File: config.mk
export PLATFORM = sky130hd
export DESIGN_NAME = amm_gain_table
export DESIGN_NICKNAME = d
export VERILOG_FILES = /design/src/hdl/amm_pkg.sv /design/src/hdl/amm_gain_table.sv
export VERILOG_INCLUDE_DIRS = /design/src /design/src/hdl
export SDC_FILE = /design/constraint.sdc
export NUM_CORES = 1
export LEC_CHECK = 0
export CORE_MARGIN = 5
export CORE_UTILIZATION = 56
export DETAILED_ROUTE_END_ITERATION = 7
export DONT_BUFFER_PORTS = 1
export GPL_TIMING_DRIVEN = 0
export HOLD_SLACK_MARGIN = 0.05
export PLACE_DENSITY = 0.78
export SLEW_MARGIN = 25
export SYNTH_ARGS = -nofsm -noshare
export SYNTH_HDL_FRONTEND = slang
export SYNTH_SLANG_ARGS = --single-unit
File: constraint.sdc
create_clock -name clk -period 0.9 [get_ports clk]
set_input_delay 0.045 -clock clk [delete_from_list [all_inputs] [get_ports clk]]
set_output_delay 0.045 -clock clk [all_outputs]
set_load 0.05 [all_outputs]
File: src/hdl/audio_matrix_mixer_defines.svh
// ----------------------------------------------------------------------------
// audio_matrix_mixer_defines.svh
// Assertion macros shared by the mixer RTL.
// ----------------------------------------------------------------------------
`ifndef AUDIO_MATRIX_MIXER_DEFINES_SVH
`define AUDIO_MATRIX_MIXER_DEFINES_SVH

// same-cycle implication
`define AMM_ASSERT_IMP(name, clk, rst, ante, cons) \
  name: assert property (@(posedge clk) disable iff (rst) (ante) |-> (cons)) \
    else $error("mixer assertion failed");

// next-cycle implication
`define AMM_ASSERT_NXT(name, clk, rst, ante, cons) \
  name: assert property (@(posedge clk) disable iff (rst) (ante) |=> (cons)) \
    else $error("mixer assertion failed");

`endif

File: src/hdl/amm_pkg.sv
// ----------------------------------------------------------------------------
// amm_pkg
// Widths, command codes and shared types of the crosspoint matrix mixer.
// ----------------------------------------------------------------------------
`timescale 1ns / 1ps

package amm_pkg;

  localparam int PORTS           = 4;   // sample fields per item
  localparam int NUM_SIGNALS_DEF = 4;

  localparam int SAMPLE_W = 24;
  localparam int GAIN_W   = 20;
  localparam int FRAC_W   = 16;         // Q4.16 gain
  localparam int CNT_W    = 3;
  localparam int XPT_W    = 2;          // crosspoint row / column index
  localparam int OP_W     = 2;
  localparam int CFG_IDX_W = 1;

  localparam int PROD_W = SAMPLE_W + GAIN_W;
  localparam int TERM_W = PROD_W - FRAC_W;
  localparam int SUM_W  = TERM_W + $clog2(PORTS);

  localparam logic signed [SAMPLE_W-1:0] SAMPLE_MAX = {1'b0, {(SAMPLE_W-1){1'b1}}};
  localparam logic signed [SAMPLE_W-1:0] SAMPLE_MIN = {1'b1, {(SAMPLE_W-1){1'b0}}};

  localparam logic [OP_W-1:0] OP_FRAME = 2'd0;
  localparam logic [OP_W-1:0] OP_GAIN  = 2'd1;
  localparam logic [OP_W-1:0] OP_CLEAR = 2'd2;

  localparam logic [CFG_IDX_W-1:0] REG_INPUTS  = 1'd0;
  localparam logic [CFG_IDX_W-1:0] REG_OUTPUTS = 1'd1;

  localparam logic [CNT_W-1:0] COUNT_RESET = 3'd4;

  // load strobes of the two lane stages
  typedef struct packed {
    logic load_prod;
    logic load_sum;
  } pipe_ctl_t;

endpackage

File: src/hdl/amm_gain_table.sv
// ----------------------------------------------------------------------------
// amm_gain_table
// Crosspoint gain storage: one Q4.16 gain per input/output pair.
// ----------------------------------------------------------------------------
`timescale 1ns / 1ps
`include "audio_matrix_mixer_defines.svh"

module amm_gain_table #(
  parameter int LANES = amm_pkg::NUM_SIGNALS_DEF
) (
  input  logic                                  clk,
  input  logic                                  rst,
  input  logic                                  wr_en,
  input  logic                                  clr_en,
  input  logic [amm_pkg::XPT_W-1:0]             row,
  input  logic [amm_pkg::XPT_W-1:0]             col,
  input  logic signed [amm_pkg::GAIN_W-1:0]     value,
  output logic signed [amm_pkg::GAIN_W-1:0]     gain [LANES][LANES]
);

  logic [LANES*LANES*amm_pkg::GAIN_W-1:0] flat;

  for (genvar r = 0; r < LANES; r++) begin : g_row
    for (genvar c = 0; c < LANES; c++) begin : g_col
      always_ff @(posedge clk) begin
        if (rst || clr_en) begin
          gain[r][c] <= '0;
        end else if (wr_en && row == amm_pkg::XPT_W'(r) && col == amm_pkg::XPT_W'(c)) begin
          gain[r][c] <= value;
        end
      end
      assign flat[(r*LANES+c)*amm_pkg::GAIN_W +: amm_pkg::GAIN_W] = gain[r][c];
    end
  end

  `AMM_ASSERT_NXT(a_clear_zeroes, clk, rst, clr_en, flat == '0)
  `AMM_ASSERT_NXT(a_idle_holds, clk, rst, !wr_en && !clr_en, $stable(flat))

endmodule

==> flow_metrics.env, run 1 <==
export IMPL_clockBufferDepth=3
export IMPL_clk_transition_reported_paths_ns=0.06
export IMPL_violations="hold timing, setup timing"
export IMPL_dp_slack_ns=-0.478
export IMPL_io_pins=348
export IMPL_syn_area_um2=11600
export IMPL_drv_cap=0
export IMPL_cts_sinks=320
export IMPL_drc_errors=0
export IMPL_seq_area_um2=7610
export IMPL_nNetsFinal=1175
export IMPL_min_to="gain[89]$_SDFFE_PP0P_"
export IMPL_ir_drop_mv=1.38
export IMPL_finalCritPeriodShare_pct=117
export IMPL_cts_root_buf="clkbuf_16"
export IMPL_r2r_setup_slack_ns=0.07
export IMPL_r2r_start="gain[151]$_SDFFE_PP0P_"
export IMPL_grt_max_degree=15
export IMPL_holdCritStartpoint="value[9]"
export IMPL_critical_path_required_ns=0.85
export IMPL_p_total_mw=27.6
export IMPL_yosysTopAreaCellShare_pct=55.4
export IMPL_path_max_fanout=2
export IMPL_grt_pass1_wl_um=53500
export IMPL_synth_cell_types=14
export IMPL_end_kind="output pin"
export IMPL_slew_headroom_pct=59.0
export IMPL_r2r_end="gain[151]$_SDFFE_PP0P_"
export IMPL_min_path_cells=2
export IMPL_gp_congestion=0.828
export IMPL_cts_made_buffers=31
export IMPL_first_global_vias=8637
export IMPL_fp_dieW_um=154
export IMPL_fill_cells=1396
export IMPL_drive_gt1_share_pct=40.7
export IMPL_power_density_nw_per_um2=1920
export IMPL_p_leak_nw=7.12
export IMPL_worst_r2r_cell_count=2
export IMPL_crit_path_start_kind="flop"
export IMPL_io_buffers=0
export IMPL_largestRegisters="gain (320)"
export IMPL_final_cell_area_um2=14300
export IMPL_min_path_type="input pin to flop"
export IMPL_ys_seq_area_share_pct=55.4
export IMPL_fin_hold_ws_ns=-0.0895
export IMPL_finalClockSkew_ns=0
export IMPL_wirelength_um=35200
export IMPL_viasPerCell=5.67
export IMPL_regMostFlops="gain"
export IMPL_cts_htree_levels=1
export IMPL_antenna_found_initial=0
export IMPL_design_core_area_um2=20300
export IMPL_synth_top_area_cell="dfxtp_1"
export IMPL_dp_hpwl_um=24400
export IMPL_yosys_warnings=0
export IMPL_setup_tns_ns=-43.77
export IMPL_cts_tree="done"
export IMPL_diodes=0
export IMPL_finalHoldViolCount=6
export IMPL_grt_overflow=0
export IMPL_drtPass1Iterations=5
export IMPL_wl_per_cell_um=24.5
export IMPL_floorplan_die_area_um2=23600
export IMPL_synth_avg_cell_area_um2=10.6
export IMPL_max_freq_ghz=0.946
export IMPL_critPathArrivalTime_ns=1.01
export IMPL_die_h_um=154
export IMPL_post_cts_setup_buffers=0
export IMPL_syn2layout_area_growth_pct=24.0
export IMPL_synth_area_top_cells="dfxtp_1 (55%), mux2i_1 (28%), nand2_1 (11%), buf_2 (2.6%), buf_4 (1.7%)"
export IMPL_synth_seq_cells=320
export IMPL_initial_core_util_pct=57.0
export IMPL_placementRows=52
export IMPL_setup_viol=320
export IMPL_placed_area_um2=11900
export IMPL_period_needed_ns=1.06
export IMPL_synthesis_nets=1121
export IMPL_path_depth=0
export IMPL_path_class="flop to output pin"
export IMPL_outcome="complete, but fails checks"
export IMPL_dr_total_vias=8150
export IMPL_antenna_left=0
export IMPL_cts_hold_buf=21
export IMPL_rsz0062_at_grt="true"
export IMPL_multi_input_area_um2=4660
export IMPL_synthCells=1093
export IMPL_track_usage_pct=28.8
export IMPL_drv_slew=0
export IMPL_fin_ws_ns=-0.157
export IMPL_drtIter0Drc=345
export IMPL_clk_latency_ns=0.54
export IMPL_largest_register_ffs=320
export IMPL_tightest_slew_ns=0.615
-- how the worst max path moves through the flow --
stage / from / to / slack, ns
3_3_place_gp: clr_en / gain[149]$_SDFFE_PP0P_ / -0.43
6_report: gain[298]$_SDFFE_PP0P_ / gain[298] / -0.16
4_1_cts: gain[298]$_SDFFE_PP0P_ / gain[298] / -0.18
5_1_grt: gain[317]$_SDFFE_PP0P_ / gain[317] / -0.19
2_1_floorplan: gain[0]$_SDFFE_PP0P_ / gain[0]$_SDFFE_PP0P_ / 0.02
3_5_place_dp: clr_en / gain[40]$_SDFFE_PP0P_ / -0.48
-- report_power, final --
group	switching [mW]	total [mW]	internal, mW
Sequential	0.295	13.6	13.3
Clock	5.29	12.8	7.56
Combinational	0.765	1.10	0.335
-- repair_timing --
action,CTS,global route
setup endpoints to repair,640,470
endpoints found under the hold margin,278,35
pin swaps,0,0
gates resized for setup,640,9
-- logic make-up after synthesis --
| group | Yosys count | share of synthesized area, % |
|---|---|---|
| buffers and inverters | 89 | 4.39 |
| DFF | 320 | 55.4 |
| muxes | 320 | 27.7 |
| and+or+nand+nor | 364 | 12.6 |
-- through the flow --
step           utilization, %  hold WS (ns)  cells
2_1_floorplan               -         0.245   1093
5_1_grt                  70.7       -0.0903   1438
3_3_place_gp             58.7         0.290   1363
3_5_place_dp             58.7         0.303   1363
6_report                 70.7       -0.0895   1438
4_1_cts                  70.6       -0.0958   1438
-- layout make-up --
| type | count | share of cell area (%) |
|---|---|---|
| plain buffers | 89 | 3.64 |
| clock buffers | 43 | 6.07 |
| clock inverters | 11 | 0.950 |
| multi-input cells | 684 | 32.5 |
| flip-flops and latches | 320 | 53.0 |
| well taps | 270 | 2.35 |
| repair buffers | 21 | 1.50 |
-- synth_stat cells --
cell type and number:
clkbuf_1 2, mux2i_1 320, nand2_2 18, nand3_1 4, nor2_1 1, and2b_1 2
dfxtp_1 320, and3b_1 2, buf_4 26, and3_1 1, nand2_1 334, buf_2 61
nor3b_2 1, nor2_4 1
-- routing by layer --
layer,vias up,global-route usage [%],wire (um)
met4,0,8.96,1090
met1,4014,31.8,12800
met5,-,0,0
met2,343,50.4,17300
li1,3710,-,-
met3,83,12.3,4020
-- layout by cell type, fill, tap and decap left out --
cell type and instances:
nor2_2 1, dlymetal6s4s_1 2, nand2_2 18, clkbuf_1 9, buf_4 26, nor3b_2 1, dlygate4sd3_1 19, and3b_1 2
clkinvlp_4 1, nand3_1 4, and2b_1 2, clkinv_4 1, clkbuf_16 31, nand2_1 334, mux2i_1 320, clkinv_2 6
buf_2 55, bufinv_16 3, nor2_4 1, clkbuf_8 5, and3_1 1, dfxtp_4 320, clkbuf_4 6
No activity file was read; power rests on OpenSTA's default activity.
==> run 2, diff against run 1 <==
- CORE_UTILIZATION: 56 -> 45
- HOLD_SLACK_MARGIN: 0.05 -> 0.15
- PLACE_DENSITY: 0.78 -> 0.66
==> flow_metrics.env, run 2 (synthesized netlist as in run 1, its figures left out) <==
export IMPL_drv_slew=0
export IMPL_path_class="flop to output pin"
export IMPL_grt_pass1_wl_um=52900
export IMPL_power_density_nw_per_um2=1900
export IMPL_wl_per_cell_um=24.0
export IMPL_clk_transition_reported_paths_ns=0.07
export IMPL_fin_ws_ns=-0.158
export IMPL_first_global_vias=8270
export IMPL_finalHoldViolCount=41
export IMPL_outcome="complete, but fails checks"
export IMPL_grt_overflow=0
export IMPL_min_path_type="input pin to flop"
export IMPL_design_core_area_um2=25300
export IMPL_gp_congestion=0.812
export IMPL_tightest_slew_ns=0.691
export IMPL_antenna_found_initial=0
export IMPL_drtPass1Iterations=4
export IMPL_multi_input_area_um2=4660
export IMPL_max_freq_ghz=0.945
export IMPL_cts_made_buffers=31
export IMPL_post_cts_setup_buffers=0
export IMPL_dp_hpwl_um=25700
export IMPL_setup_viol=320
export IMPL_initial_core_util_pct=45.8
export IMPL_clk_latency_ns=0.54
export IMPL_end_kind="output pin"
export IMPL_finalClockSkew_ns=0
export IMPL_floorplan_die_area_um2=29000
export IMPL_violations="hold timing, setup timing"
export IMPL_final_cell_area_um2=14400
export IMPL_track_usage_pct=23.7
export IMPL_drc_errors=0
export IMPL_mostFrequentLayoutCell="nand2_1"
export IMPL_cts_htree_levels=1
export IMPL_io_buffers=0
export IMPL_dr_total_vias=7937
export IMPL_slew_headroom_pct=53.9
export IMPL_ir_drop_mv=1.69
export IMPL_crit_path_start_kind="flop"
export IMPL_p_leak_nw=7.09
export IMPL_placementRows=58
export IMPL_clockBufferDepth=3
export IMPL_die_h_um=170
export IMPL_placed_area_um2=12000
export IMPL_largestRegisters="gain (320)"
export IMPL_cts_sinks=320
export IMPL_drive_gt1_share_pct=40.6
export IMPL_fp_dieW_um=170
export IMPL_syn2layout_area_growth_pct=24.3
export IMPL_fill_cells=2101
export IMPL_io_pins=348
export IMPL_regMostFlops="gain"
export IMPL_fin_hold_ws_ns=-0.158
export IMPL_antenna_left=0
export IMPL_largest_register_ffs=320
export IMPL_path_max_fanout=2
export IMPL_finalCritPeriodShare_pct=118
export IMPL_cts_tree="done"
export IMPL_setup_tns_ns=-41.56
export IMPL_critPathArrivalTime_ns=1.01
export IMPL_viasPerCell=5.31
export IMPL_diodes=0
export IMPL_rsz0062_at_grt="true"
export IMPL_period_needed_ns=1.06
export IMPL_drv_cap=0
export IMPL_cts_hold_buf=18
export IMPL_critical_path_required_ns=0.85
export IMPL_layout_common_cells="nand2_1 (333), mux2i_1 (320), dfxtp_4 (320)"
export IMPL_nNetsFinal=1172
export IMPL_grt_max_degree=15
export IMPL_drtIter0Drc=384
export IMPL_cts_root_buf="clkbuf_16"
export IMPL_seq_area_um2=7610
export IMPL_wirelength_um=35900
==> run 2: cell type report <==
type | instances | share of cell area (%)
multi-input cells | 684 | 32.4
repair buffers | 18 | 1.25
flip-flops and latches | 320 | 52.9
clock inverters | 3 | 0.305
clock buffers | 51 | 6.68
well taps | 330 | 2.87
plain buffers | 89 | 3.57
==> run 2: repair_timing <==
| action | in CTS | in global routing |
|---|---|---|
| hold endpoints to repair | 320 | 256 |
| gates resized for setup | 640 | 3 |
| endpoints found under the setup margin | 640 | 330 |
==> run 2: path summary, 6_finish.rpt <==
kind	start	to	slack (ns)	depth (start not counted)
max	gain[319]$_SDFFE_PP0P_	gain[319]	-0.16	0
min	value[9]	gain[309]$_SDFFE_PP0P_	-0.16	2
max reg2reg	gain[218]$_SDFFE_PP0P_	gain[218]$_SDFFE_PP0P_	0.11	2
min reg2reg	gain[100]$_SDFFE_PP0P_	gain[100]$_SDFFE_PP0P_	0.56	2
==> run 2: metal layers <==
| metal | GRT usage (%) | wire length, um |
|---|---|---|
| met3 | 10.7 | 4400 |
| met2 | 40.4 | 17000 |
| met1 | 27.3 | 13600 |
| met4 | 5.80 | 791 |
| met5 | 0 | 0 |
==> run 2: worst reg2reg max path, delay by kind of cell, from the launching register on <==
family	cells	cell delay (ns)
flops	1	0.46
mux	1	0.17
simple gates	1	0.07
==> run 2: stage by stage <==
stage	util (%)	setup WS, ns	std cells	total power [mW]
2_1_floorplan	-	0.0154	1093	15.5
3_3_place_gp	47.4	-0.538	1423	15.9
3_5_place_dp	47.4	-0.538	1423	15.9
4_1_cts	56.9	-0.180	1495	27.6
5_1_grt	56.9	-0.188	1495	28.3
6_report	56.9	-0.158	1495	27.4
==> run 2: where the power goes <==
group          internal [mW]  switching, mW
Sequential              13.3          0.295
Clock                   7.48           5.18
Combinational          0.324          0.766
Total                   21.1           6.24
