**config.mk**
```make
export PLATFORM = sky130hd
export DESIGN_NAME = amm_merge
export DESIGN_NICKNAME = d
export VERILOG_FILES = /design/src/hdl/audio_matrix_mixer_defines.svh /design/src/hdl/amm_pkg.sv /design/src/hdl/amm_merge.sv
export SDC_FILE = /design/constraint.sdc
export NUM_CORES = 1
export LEC_CHECK = 0
export BUFFER_PORTS_ARGS = -buffer_cell sky130_fd_sc_hd__buf_4
export CAP_MARGIN = 20
export CORE_MARGIN = 5
export CORE_UTILIZATION = 37
export CTS_CLUSTER_SIZE = 14
export DETAILED_ROUTE_END_ITERATION = 8
export PLACE_DENSITY = 0.75
export SLEW_MARGIN = 20
export SYNTH_ARGS = -nofsm -noshare
export SYNTH_HDL_FRONTEND = slang
export SYNTH_SLANG_ARGS = --single-unit
```
**constraint.sdc**
```tcl
create_clock -name clk -period 1.6 [get_ports clk]
set_input_delay 0.32 -clock clk [delete_from_list [all_inputs] [get_ports clk]]
set_output_delay 0.32 -clock clk [all_outputs]
set_load 0.02 [all_outputs]
```
**src/hdl/audio_matrix_mixer_defines.svh**
```systemverilog
// ----------------------------------------------------------------------------
// audio_matrix_mixer_defines.svh
// Assertion macros shared by the mixer RTL.
// ----------------------------------------------------------------------------
`ifndef AUDIO_MATRIX_MIXER_DEFINES_SVH
`define AUDIO_MATRIX_MIXER_DEFINES_SVH

// same-cycle implication
`define AMM_ASSERT_IMP(name, clk, rst, ante, cons) \
  name: assert property (@(posedge clk) disable iff (rst) (ante) |-> (cons)) \
    else $error("mixer assertion failed");

// next-cycle implication
`define AMM_ASSERT_NXT(name, clk, rst, ante, cons) \
  name: assert property (@(posedge clk) disable iff (rst) (ante) |=> (cons)) \
    else $error("mixer assertion failed");

`endif

```
**src/hdl/amm_pkg.sv**
```systemverilog
// ----------------------------------------------------------------------------
// amm_pkg
// Widths, command codes and shared types of the crosspoint matrix mixer.
// ----------------------------------------------------------------------------
`timescale 1ns / 1ps

package amm_pkg;

  localparam int PORTS           = 4;   // sample fields per item
  localparam int NUM_SIGNALS_DEF = 4;

  localparam int SAMPLE_W = 24;
  localparam int GAIN_W   = 20;
  localparam int FRAC_W   = 16;         // Q4.16 gain
  localparam int CNT_W    = 3;
  localparam int XPT_W    = 2;          // crosspoint row / column index
  localparam int OP_W     = 2;
  localparam int CFG_IDX_W = 1;

  localparam int PROD_W = SAMPLE_W + GAIN_W;
  localparam int TERM_W = PROD_W - FRAC_W;
  localparam int SUM_W  = TERM_W + $clog2(PORTS);

  localparam logic signed [SAMPLE_W-1:0] SAMPLE_MAX = {1'b0, {(SAMPLE_W-1){1'b1}}};
  localparam logic signed [SAMPLE_W-1:0] SAMPLE_MIN = {1'b1, {(SAMPLE_W-1){1'b0}}};

  localparam logic [OP_W-1:0] OP_FRAME = 2'd0;
  localparam logic [OP_W-1:0] OP_GAIN  = 2'd1;
  localparam logic [OP_W-1:0] OP_CLEAR = 2'd2;

  localparam logic [CFG_IDX_W-1:0] REG_INPUTS  = 1'd0;
  localparam logic [CFG_IDX_W-1:0] REG_OUTPUTS = 1'd1;

  localparam logic [CNT_W-1:0] COUNT_RESET = 3'd4;

  // load strobes of the two lane stages
  typedef struct packed {
    logic load_prod;
    logic load_sum;
  } pipe_ctl_t;

endpackage

```
**src/hdl/amm_merge.sv**
```systemverilog
// ----------------------------------------------------------------------------
// amm_merge
// Output register: gathers the lane sums into one result item.
// ----------------------------------------------------------------------------
`timescale 1ns / 1ps

module amm_merge #(
  parameter int LANES = amm_pkg::NUM_SIGNALS_DEF
) (
  input  logic                                 clk,
  input  logic                                 rst,
  input  logic                                 sum_valid,
  input  logic                                 out_ready,
  input  logic signed [amm_pkg::SAMPLE_W-1:0]  lane_res [LANES],
  output logic                                 out_free,
  output logic                                 out_valid,
  output logic signed [amm_pkg::SAMPLE_W-1:0]  out_word [amm_pkg::PORTS]
);

  logic load;

  assign out_free = !out_valid || out_ready;
  assign load     = sum_valid && out_free;

  always_ff @(posedge clk) begin
    if (rst) begin
      out_valid <= 1'b0;
    end else if (out_free) begin
      out_valid <= sum_valid;
    end
  end

  for (genvar y = 0; y < amm_pkg::PORTS; y++) begin : g_out
    if (y < LANES) begin : g_lane
      always_ff @(posedge clk) begin
        if (load) begin
          out_word[y] <= lane_res[y];
        end
      end
    end else begin : g_none
      // no lane behind this output
      assign out_word[y] = '0;
    end
  end

endmodule

```
==> results of run 1 <==
-- power by group --
group	internal [uW]	leakage, uW	switching (uW)
registers	2970	0.000938	41.2
logic	336	0.000984	335
clock network	858	0.0000989	740
total	4160	0.00202	1120
-- cell families (layout without fill, tap and decap cells) --
logic type / after synthesis / in the layout / synth area share, %
flip-flops: 97 / 97 / 98.8
buffers and inverters: 1 / 215 / 0.128
AO/OA/AOI/OAI: 1 / 1 / 0.298
AND/OR/NAND/NOR: 2 / 2 / 0.767
-- area by class of cell --
| cell class | instances | area share (%) |
|---|---|---|
| Inverter | 1 | 0.0784 |
| Sequential cell | 97 | 60.7 |
| Multi-Input combinational cell | 3 | 0.653 |
| Tap cell | 102 | 2.67 |
| Clock inverter | 5 | 1.49 |
| Timing Repair Buffer | 199 | 31.7 |
| Clock buffer | 10 | 2.67 |
-- per-layer routing --
| layer | up-vias | wire length [um] | global-route usage (%) |
|---|---|---|---|
| li1 | 822 | - | - |
| met1 | 819 | 2380 | 14.7 |
| met2 | 119 | 3670 | 24.9 |
| met3 | 8 | 891 | 7.92 |
| met4 | 0 | 93 | 6.30 |
| met5 | - | 0 | 0 |
-- worst paths after layout --
check | start | end | depth (start not counted)
max reg2reg | out_valid$_SDFFE_PP0P_ | out_word[94]$_DFFE_PP_ | 3
min reg2reg | out_valid$_SDFFE_PP0P_ | out_valid$_SDFFE_PP0P_ | 2
max | out_valid$_SDFFE_PP0P_ | out_free | 2
min | rst | out_valid$_SDFFE_PP0P_ | 2
-- synthesized netlist by cell type --
library cell                n
sky130_fd_sc_hd__a21oi_2    1
sky130_fd_sc_hd__and2_4     1
sky130_fd_sc_hd__dfxtp_1    1
sky130_fd_sc_hd__edfxtp_1  96
sky130_fd_sc_hd__inv_1      1
sky130_fd_sc_hd__nand2b_4   1
-- placed cells by master (no fill, tap or decap) --
cell type	instances
sky130_fd_sc_hd__nand2b_4	1
sky130_fd_sc_hd__a21oi_2	1
sky130_fd_sc_hd__clkbuf_1	1
sky130_fd_sc_hd__clkbuf_8	9
sky130_fd_sc_hd__and2_4	1
sky130_fd_sc_hd__edfxtp_1	96
sky130_fd_sc_hd__dfxtp_4	1
sky130_fd_sc_hd__clkinv_1	3
sky130_fd_sc_hd__bufinv_16	2
sky130_fd_sc_hd__inv_1	1
sky130_fd_sc_hd__buf_12	2
sky130_fd_sc_hd__buf_4	197
-- state kept, by name, indices dropped and copies added (netlist names) --
name	flops
out_valid	1
out_word	96
-- metrics by stage --
| stage | total power, uW | cell area (um2) | hold slack (ns) | setup slack (ns) | instances |
|---|---|---|---|---|---|
| 2_1_floorplan | 3310 | 2940 | 0.373 | -0.0289 | 101 |
| 3_3_place_gp | 3730 | 4590 | 0.467 | 0.298 | 402 |
| 3_5_place_dp | 3750 | 4590 | 0.469 | 0.279 | 402 |
| 4_1_cts | 5360 | 4790 | 0.0821 | 0.324 | 417 |
| 5_1_grt | 5520 | 4790 | 0.0797 | 0.306 | 417 |
| 6_report | 5280 | 4790 | 0.111 | 0.360 | 417 |
-- worst max-delay path: cells and delay by family, from the launching register on --
family                 cells  cell delay (ns)
buffers and inverters      1             0.16
DFF                        1             0.36
and+or+nand+nor            1             0.06
==> flow_summary.yaml, run 1 <==
yosys:
  synth.yosys.warnings: 0
  netlist_area_um2: 2940
  synth_largest_type_area_fraction_pct: 98.1
  count_of_cell_types_in_the_netlist: 6
  yosys.area.top_type: "sky130_fd_sc_hd__edfxtp_1"
  synth_fp_nets: 201
  ys_seq_area_share_pct: 98.8
  syn-mean-instance-area_um2: 29.1
  flop_and_latch_count_out_of_synthesis: 97
  synth.top_cells.by_area: "sky130_fd_sc_hd__edfxtp_1 (98%), sky130_fd_sc_hd__dfxtp_1 (0.68%), sky130_fd_sc_hd__nand2b_4 (0.47%)"
  synth_cells: 101
detailed_routing:
  detail_route.vias_per_cell: 4.24
  antenna_left: 0
  drc: 0
  route.vias.total: 1768
  firstDrtPassIters: 4
  dr.first_iter.drc_count: 52
  wl_per_cell_um: 16.9
  finalWirelength_um: 7040
sta:
  final.min_clock_period_ns: 1.24
  grt_setup_unrepaired: "false"
  max_slew_violations: 0
  fin_worst_skew_ns: 0.00746
  finalSetupTns_ns: 0
  setup-violations-final: 0
  final.period_utilization_pct: 77.5
  max_slew_margin_pct: 81.3
  tightestPinTransition_ns: 0.281
  fmax_mhz: 806
  number_of_failing_hold_endpoints_at_the_final_stage: 0
power_and_ir_drop:
  power.density_cell_area_nw_per_um2: 1100
  vdd.ir_drop.worst_v: 0.000603
  power.static_leakage_uw: 0.00202
clocking:
  post-cts-setup-buffer-count: 0
  cts_buffer_depth: 2
  clk_pin_slew_worst_paths_ns: 0.08
  cts_tree: "done"
  numCtsBuffers: 9
  clock_tree.htree_level_count: 3
  cts.sinks: 97
  ctsHoldBuffers: 0
  clockRootBuffer: "sky130_fd_sc_hd__clkbuf_8"
  clk-insertion-delay-late_ns: 0.34
  ctsResizeCount: 0
layout:
  layout.area.seq_um2: 2910
  fin_util_pct: 61.9
  flow.area_growth_from_synthesis_pct: 62.9
  num-nets-final: 411
  antennaDiodeCount: 0
  nFillCells: 596
  multiInputGateArea_um2: 31.3
  share_of_post_route_cells_with_drive_strength_above_1_pct: 67.9
floorplanning:
  die_area_um2: 9820
  coreArea_um2: 7730
  std_cell_rows: 32
  floorplan.initialDensity_pct: 38.0
  die_h_um: 99.1
  die-width_um: 99.1
  io_pins: 198
critical_path:
  startpoint_type: "register"
  path_class: "register to output pin"
  crit_chain: "nand2b_4, buf_4"
  ff2ff_setup_slack_ns: 0.38
  worstPathRequired_ns: 1.28
  crit_path_max_incr_delay_ns: 0.36
  critPathCaptureType: "output pin"
  worst_path_max_delay_cell: "sky130_fd_sc_hd__dfxtp_4"
  crit_fanout: 3
  timing.critical_path.arrival_ns: 0.92
global_route:
  grt-ovfl-total: 0
  antenna_found_initial: 0
  number_of_global_route_vias_before_repair: 1962
  grt_start_max_net_pins: 56
  first_pass_grt_wire_length_um: 10500
  grtUsageTotal_pct: 14.6
placed_design:
  globalplace.congestion: 0.722
  port_buffer_count: 197
flow_run:
  max_cap_violations: 0
min_path:
  timing.hold.worst.class: "primary input to register"
outcome:
  status: "finished clean"
(Power assumes the default switching activity.)
==> run 2: changes to the inputs <==
Settings changed: CORE_UTILIZATION 37 to 41, PLACE_DENSITY 0.75 to 0.79.
Clock period 1.6 ns to 1.3 ns, I/O delays scaled along.
==> run 2 against run 1 <==
- via count increased by 0.79%
- power increased by 21%
- die area decreased by 8.8%
- sequential power increased by 23%
- global-route usage increased by 2.4 points
- setup slack got worse by 0.26 ns
- count of clock-buffer cells in the layout decreased by 1
- critical path depth unchanged
- combinational power increased by 26%
- register-to-register slack got worse by 0.25 ns
==> flow_summary.yaml, run 2 (same netlist as run 1, synthesis figures left out) <==
critical_path:
  worstRegToRegCells: 3
  worst_setup_path_startpoint: "out_valid$_SDFFE_PP0P_"
  ff2ff_setup_slack_ns: 0.13
  worst_path_max_delay_cell: "sky130_fd_sc_hd__dfxtp_4"
  startpoint_type: "register"
  worstPathRequired_ns: 1.04
  endpoint: "out_free"
  crit_chain: "nand2b_4, buf_4"
  crit_path_max_incr_delay_ns: 0.37
  timing.critical_path.arrival_ns: 0.94
  crit-reg2reg-capture: "out_word[46]$_DFFE_PP_"
  path_class: "register to output pin"
  crit_fanout: 3
  critPathCaptureType: "output pin"
  origin_of_the_critical_flop_to_flop_path: "out_valid$_SDFFE_PP0P_"
floorplanning:
  die_area_um2: 8960
  std_cell_rows: 30
  die-width_um: 94.7
  floorplan.initialDensity_pct: 42.8
  coreArea_um2: 6870
  die_h_um: 94.7
  io_pins: 198
layout:
  num-nets-final: 412
  antennaDiodeCount: 0
  largest_register_ffs: 96
  layout_commonest_cell: "sky130_fd_sc_hd__buf_4"
  share_of_post_route_cells_with_drive_strength_above_1_pct: 69.1
  final_cell_mix: "sky130_fd_sc_hd__buf_4 (197), sky130_fd_sc_hd__edfxtp_1 (96), sky130_fd_sc_hd__clkbuf_8 (9), sky130_fd_sc_hd__buf_12 (3)"
  register_containing_the_most_flip_flops_in_the_final_layout: "out_word"
  fin_util_pct: 69.7
  fin_cells: 413
  reg.largest.list: "out_word x96, out_valid x1"
  flow.area_growth_from_synthesis_pct: 62.9
outcome:
  status: "finished clean"
detailed_routing:
  firstDrtPassIters: 4
  detail_route.vias_per_cell: 4.31
  wl_per_cell_um: 18.4
  route.vias.total: 1782
  antenna_left: 0
  drc: 0
  dr.first_iter.drc_count: 33
  finalWirelength_um: 7620
global_route:
  grt-ovfl-total: 0
  number_of_global_route_vias_before_repair: 2035
  antenna_found_initial: 0
  met3_usage_pct: 9.48
  grtUsageTotal_pct: 17.0
  gr-usage-met1_pct: 15.5
  grt_start_max_net_pins: 36
  met2_usage_pct: 30.0
  grt_most_used_layer: "met2"
  first_pass_grt_wire_length_um: 10800
clocking:
  numCtsBuffers: 9
  cts_buffer_depth: 2
  clk-insertion-delay-late_ns: 0.36
  ctsResizeCount: 0
  clockRootBuffer: "sky130_fd_sc_hd__clkbuf_8"
  ctsHoldBuffers: 0
  clock_tree.htree_level_count: 3
  clk_pin_slew_worst_paths_ns: 0.09
  post-cts-setup-buffer-count: 0
  cts_tree: "done"
  cts.sinks: 97
sta:
  tightestPinTransition_ns: 0.194
  grt_setup_unrepaired: "false"
  finalSetupTns_ns: 0
  max_slew_violations: 0
  fmax_mhz: 834
  fin_worst_skew_ns: 0.00792
  number_of_failing_hold_endpoints_at_the_final_stage: 0
  setup-violations-final: 0
  final.period_utilization_pct: 92.2
  final.min_clock_period_ns: 1.20
  final.setup.worst_slack_ns: 0.101
  max_slew_margin_pct: 87.1
power_and_ir_drop:
  vdd.ir_drop.worst_v: 0.000830
  clock_power_share_pct: 28.7
  p_switching_uw: 1570
  power.static_leakage_uw: 0.00203
  power.density_cell_area_nw_per_um2: 1330
  p_comb_share_pct: 13.3
  p_sw_share_pct: 24.6
  p_int_uw: 4810
  sequentialPowerShare_pct: 58.0
placed_design:
  hpwl_um: 6120
  port_buffer_count: 197
  place.detailed.instances: 397
  globalplace.congestion: 0.711
  worst_setup_slack_post_dpl_ns: 0.0965
flow_run:
  max_cap_violations: 0
min_path:
  timing.hold.worst.class: "primary input to register"
run 2: changes by cell type in the layout (fill, tap and decap cells not counted), sizes merged:
cell | before | now
inv | 1 | 5
clkbuf | 10 | 9
bufinv | 2 | 0
buf | 199 | 200
run 2: how the worst min path moves through the flow:
stage / endpoint / slack, ns / from / cells past startpoint
6_report: out_valid$_SDFFE_PP0P_ / 0.05 / rst / 2
2_1_floorplan: out_valid$_SDFFE_PP0P_ / 0.31 / rst / 1
4_1_cts: out_valid$_SDFFE_PP0P_ / 0.03 / rst / 2
3_5_place_dp: out_valid$_SDFFE_PP0P_ / 0.41 / rst / 2
5_1_grt: out_valid$_SDFFE_PP0P_ / 0.03 / rst / 2
3_3_place_gp: out_valid$_SDFFE_PP0P_ / 0.41 / rst / 2
run 2: through the flow:
stage          power [uW]  hold slack [ns]  cell area (um2)
6_report             6380           0.0464             4790
2_1_floorplan        4070            0.313             2940
3_3_place_gp         4610            0.410             4600
5_1_grt              6630           0.0302             4790
4_1_cts              6440           0.0287             4790
3_5_place_dp         4630            0.414             4600
run 2: per-layer routing:
layer | wire, um | vias to the layer above
met4 | 266 | 0
met2 | 4150 | 116
met3 | 1010 | 18
met1 | 2190 | 819
li1 | - | 829
met5 | 0 | -
run 2: power by group through the flow:
stage          Combinational [uW]  Clock (uW)  Sequential [uW]
2_1_floorplan                63.8           0             4010
3_3_place_gp                  841           0             3770
3_5_place_dp                  859           0             3780
4_1_cts                       858        1880             3710
5_1_grt                       891        2020             3720
6_report                      846        1830             3700
run 2: cell type report:
class / instances / area [um2]
repair buffers: 200 / 1540
clock buffers: 9 / 124
multi-input cells: 3 / 31.3
fillers: 436 / 2080
well taps: 96 / 120
clock inverters: 7 / 61.3
flip-flops and latches: 97 / 2910
inverters: 1 / 3.75
run 2: worst max-delay path: cells and delay by family, from the launching register on:
kind                   cells  cell delay, ns
buffers and inverters      1            0.16
DFF                        1            0.37
and+or+nand+nor            1            0.06
